**src/rtl/plec_pkg.sv**
```systemverilog
`timescale 1ns / 1ps
`default_nettype none
// ----------------------------------------------------------------------------
// plec_pkg
// shared types, widths and codes of the positional list engine
// ----------------------------------------------------------------------------
package plec_pkg;

    localparam int CAPACITY_DEF = 64;

    localparam int OPC_W  = 2;
    localparam int VAL_W  = 32;
    localparam int POS_W  = 16;
    localparam int ST_W   = 2;
    localparam int FPOS_W = 7;
    localparam int LEN_W  = 7;

    typedef enum logic [OPC_W-1:0] {
        OP_APPEND = 2'd0,
        OP_INSERT = 2'd1,
        OP_FIND   = 2'd2,
        OP_DELETE = 2'd3
    } opcode_t;

    typedef enum logic [ST_W-1:0] {
        ST_OK     = 2'd0,
        ST_BADPOS = 2'd1,
        ST_FULL   = 2'd2,
        ST_MISS   = 2'd3
    } status_t;

    // what every cell of the chain does on a command
    typedef enum logic [1:0] {
        CELL_HOLD = 2'd0,
        CELL_INS  = 2'd1,
        CELL_DEL  = 2'd2,
        CELL_FIND = 2'd3
    } cell_op_t;

    // command broadcast along the chain
    typedef struct packed {
        cell_op_t                  op;
        logic [POS_W-1:0]          idx;
        logic [POS_W-1:0]          fill;
        logic signed [VAL_W-1:0]   value;
    } plec_cmd_t;

    typedef struct packed {
        logic [OPC_W-1:0]          opcode;
        logic signed [VAL_W-1:0]   value;
        logic [POS_W-1:0]          position;
    } plec_req_t;

    typedef struct packed {
        logic [ST_W-1:0]           status;
        logic [FPOS_W-1:0]         found_position;
        logic [LEN_W-1:0]          length;
    } plec_rsp_t;

endpackage
`default_nettype wire

```
**src/rtl/plec_cell.sv**
```systemverilog
`timescale 1ns / 1ps
`default_nettype none
// ----------------------------------------------------------------------------
// plec_cell
// one list slot: shifts with its neighbors, loads, and compares for a find
// ----------------------------------------------------------------------------
module plec_cell
    import plec_pkg::*;
#(
    parameter int IDX = 0
) (
    input  wire logic                    clk,
    input  wire plec_cmd_t               cmd,
    input  wire logic signed [VAL_W-1:0] left_data,
    input  wire logic signed [VAL_W-1:0] right_data,
    output logic signed [VAL_W-1:0]      data,
    output logic                         hit
);

    localparam logic [POS_W-1:0] MY_POS = POS_W'(IDX);

    logic signed [VAL_W-1:0] data_reg;
    logic signed [VAL_W-1:0] data_next;
    logic                    hit_reg;

    always_comb
    begin
        data_next = data_reg;
        case (cmd.op)
            CELL_INS:
            begin
                if (MY_POS > cmd.idx)
                begin
                    data_next = left_data;
                end
                else if (MY_POS == cmd.idx)
                begin
                    data_next = cmd.value;
                end
            end
            CELL_DEL:
            begin
                if (MY_POS >= cmd.idx)
                begin
                    data_next = right_data;
                end
            end
            default:
            begin
                data_next = data_reg;
            end
        endcase
    end

    // payload only, no reset
    always_ff @(posedge clk)
    begin
        data_reg <= data_next;
        if (cmd.op == CELL_FIND)
        begin
            // only occupied slots may match
            hit_reg <= (data_reg == cmd.value) && (MY_POS < cmd.fill);
        end
    end

    assign data = data_reg;
    assign hit  = hit_reg;

endmodule
`default_nettype wire

```
**config.mk**
```make
export PLATFORM = sky130hd
export DESIGN_NAME = plec_cell
export DESIGN_NICKNAME = d
export VERILOG_FILES = /design/src/rtl/plec_pkg.sv /design/src/rtl/plec_cell.sv
export SDC_FILE = /design/constraint.sdc
export NUM_CORES = 1
export LEC_CHECK = 0
export BUFFER_PORTS_ARGS = -buffer_cell sky130_fd_sc_hd__buf_2
export CELL_PAD_IN_SITES_DETAIL_PLACEMENT = 1
export CELL_PAD_IN_SITES_GLOBAL_PLACEMENT = 1
export CORE_MARGIN = 2
export CORE_UTILIZATION = 28
export DETAILED_ROUTE_END_ITERATION = 7
export GPL_TIMING_DRIVEN = 0
export PLACE_DENSITY = 0.81
export SYNTH_ARGS = -nofsm -noshare
export SYNTH_HDL_FRONTEND = slang
export SYNTH_SLANG_ARGS = --single-unit
```
**constraint.sdc**
```tcl
create_clock -name clk -period 3.3 [get_ports clk]
set_input_delay 0.165 -clock clk [delete_from_list [all_inputs] [get_ports clk]]
set_output_delay 0.165 -clock clk [all_outputs]
set_load 0.02 [all_outputs]
```
==> impl_metrics.tcl <==
set metrics [dict create \
    dpl.hpwl_um 4730 \
    drtPass1Iterations 3 \
    ys_types 13 \
    numCtsBuffers 5 \
    htree_levels 2 \
    crit_arrival_ns 1.55 \
    slew_headroom_pct 54.6 \
    cts_tree "done" \
    std_cell_rows 30 \
    antenna_found_initial 0 \
    syn_to_final_growth_pct 46.6 \
    p_per_area_nw_per_um2 346 \
    crit_fanout 17 \
    clock_path_buffers 2 \
    min_path_type "input port to register" \
    pin_count 164 \
    finish.instance_area_um2 2900 \
    largest_reg_flops 32 \
    ir_drop_mv 0.150 \
    synth-simple-area-share_pct 8.16 \
    grt_overflow 0 \
    synth_top_family_by_area "multiplexers" \
    hold_viol 0 \
    dieArea_um2 7750 \
    synth_fa_ha_area_share_pct 0 \
    cp.required_ns 3.29 \
    postCtsSetupBuffers 0 \
    critPathMaxStageDelay_ns 0.57 \
    die_x_um 88.1 \
    track_usage_pct 15.3 \
    postSynthCellCount 126 \
    start_kind "input port" \
    worstSetupEndpointType "register" \
    fin_crit_sh_pct 47.2 \
    fin_skew_ns 0.00255 \
    drc 0 \
    leakagePower_nw 1.28 \
    worstMarginPinSlew_ns 0.679 \
    max-cap-violations 0 \
    route.vias.total 1579 \
    hold_buffers 0 \
    path_cells "buf_2, nor4_1, nand4_1, a21oi_4, buf_16" \
    die_y_um 88.1 \
    fin_setup_tns_ns 0 \
    muxShareOfSynthArea_pct 23.7 \
    setup_viol 0 \
    ctsRootBufferMaster "clkbuf_8" \
    finalNetCount 396 \
    grt_pass1_vias 1774 \
    syn_area_um2 1980 \
    cp_slowest_cell "a21oi_4" \
    synth_compound_area_share_pct 0.253 \
    worstSetupPathType "input port to register" \
    dpl_cell_area_um2 2790 \
    ys_seq_area_share_pct 50.1 \
    regArea_um2 991 \
    slew_viol_final 0 \
    synth-seq-cells 33 \
    status "finished clean" \
    place_congestion 0.763 \
    syn_avg_cell_area_um2 15.7 \
    rsz0062_at_grt "no" \
    cts.clk_slew.worst_paths_ns 0.07 \
    grt_max_degree 18 \
    synth_xor_area_share_pct 14.2 \
    portBuffers 131 \
    clock_sinks 33 \
    ys_warn_count 0 \
    routed_via_density 4.36 \
    postRouteAntennaNets 0 \
    fin_crit_ns 1.56 \
    grt_pass1_wl_um 8890 \
    drive_gt1_share_pct 66.9 \
    wire_per_inst_um 15.8 \
    insertion_delay_ns 0.28 \
    fillers 794 \
    cts.repair.resized 0 \
    diodes 0 \
    drt_iter0_drc 46 \
    max_freq_ghz 0.642 \
    core_um2 6830 \
    drt-total-wl_um 5710 \
    multiInputGateArea_um2 927 \
    initial_core_util_pct 29.0 \
    synth_nets 257 \
]
-- worst max-delay path: cells and delay by family --
kind                   cells  cell delay [ns]
buffers and inverters      2             0.33
AND/OR/NAND/NOR            2             0.48
AO/OA/AOI/OAI              1             0.57
-- layout by cell type (no fill, tap or decap), types with 3 or more instances in the layout --
cell type	n
buf_2	131
edfxtp_1	33
xnor2_1	32
mux2_4	29
nor4_1	10
nand4_1	10
clkbuf_8	5
buf_12	3
mux2_2	3
-- path summary, 6_finish.rpt --
check,slack (ns),cells past startpoint,to,start
hold / removal,0.18,2,data[24]$_DFFE_PP_,right_data[24]
hold reg to reg,0.90,4,hit$_DFFE_PN_,data[2]$_DFFE_PP_
setup reg to reg,1.89,4,hit$_DFFE_PN_,data[30]$_DFFE_PP_
setup / recovery,1.74,5,data[4]$_DFFE_PP_,cmd[59]
-- layout make-up --
cell class                      instances  area share, %
Clock buffer                            6           2.50
Buffer                                  4           2.46
Multi-Input combinational cell         89           32.0
Timing Repair Buffer                  132           23.6
Tap cell                               96           4.14
Sequential cell                        33           34.2
Clock inverter                          2           1.17
-- synth_stat cells --
cell type  number  share of area, %
edfxtp_1       33                50
xnor2_1        32                14
mux2_4         29                22
nand4_1        10               3.2
nor4_1         10               3.2
buf_12          3               3.0
mux2_2          3               1.7
a21oi_1         1              0.25
and2_2          1              0.38
and3_1          1              0.32
buf_6           1              0.57
nand2b_4        1              0.70
or2b_2          1              0.44
-- per-layer routing --
layer / global-route usage [%] / vias to the layer above / wire length [µm]
met1: 17.7 / 748 / 2340
met3: 4.52 / 6 / 347
li1: - / 761 / -
met5: 0 / - / 0
met4: 3.58 / 0 / 46
met2: 28.0 / 64 / 2980
-- cells by family after synthesis --
family                 count (synthesis)
AO/OA/AOI/OAI                          1
XOR/XNOR                              32
buffers and inverters                  4
flip-flops                            33
multiplexers                          32
AND/OR/NAND/NOR                       24
-- stage by stage --
stage | instances | hold WS, ns | power, mW | util, % | setup slack (ns)
after floorplan | 126 | 0.382 | 0.564 | - | 0.713
after global placement | 353 | 0.465 | 0.640 | 40.3 | -0.244
after detailed placement | 354 | 0.470 | 0.647 | 40.9 | 1.42
after CTS | 362 | 0.170 | 1.02 | 42.4 | 1.73
after global routing | 362 | 0.160 | 1.05 | 42.4 | 1.60
final | 362 | 0.184 | 1.00 | 42.4 | 1.74
-- power breakdown --
group	switching [mW]	internal [mW]
Clock	0.146	0.223
Sequential	0.000188	0.464
Combinational	0.0608	0.110
Total	0.207	0.797
Note: power is estimated with default switching activity, not from simulation.
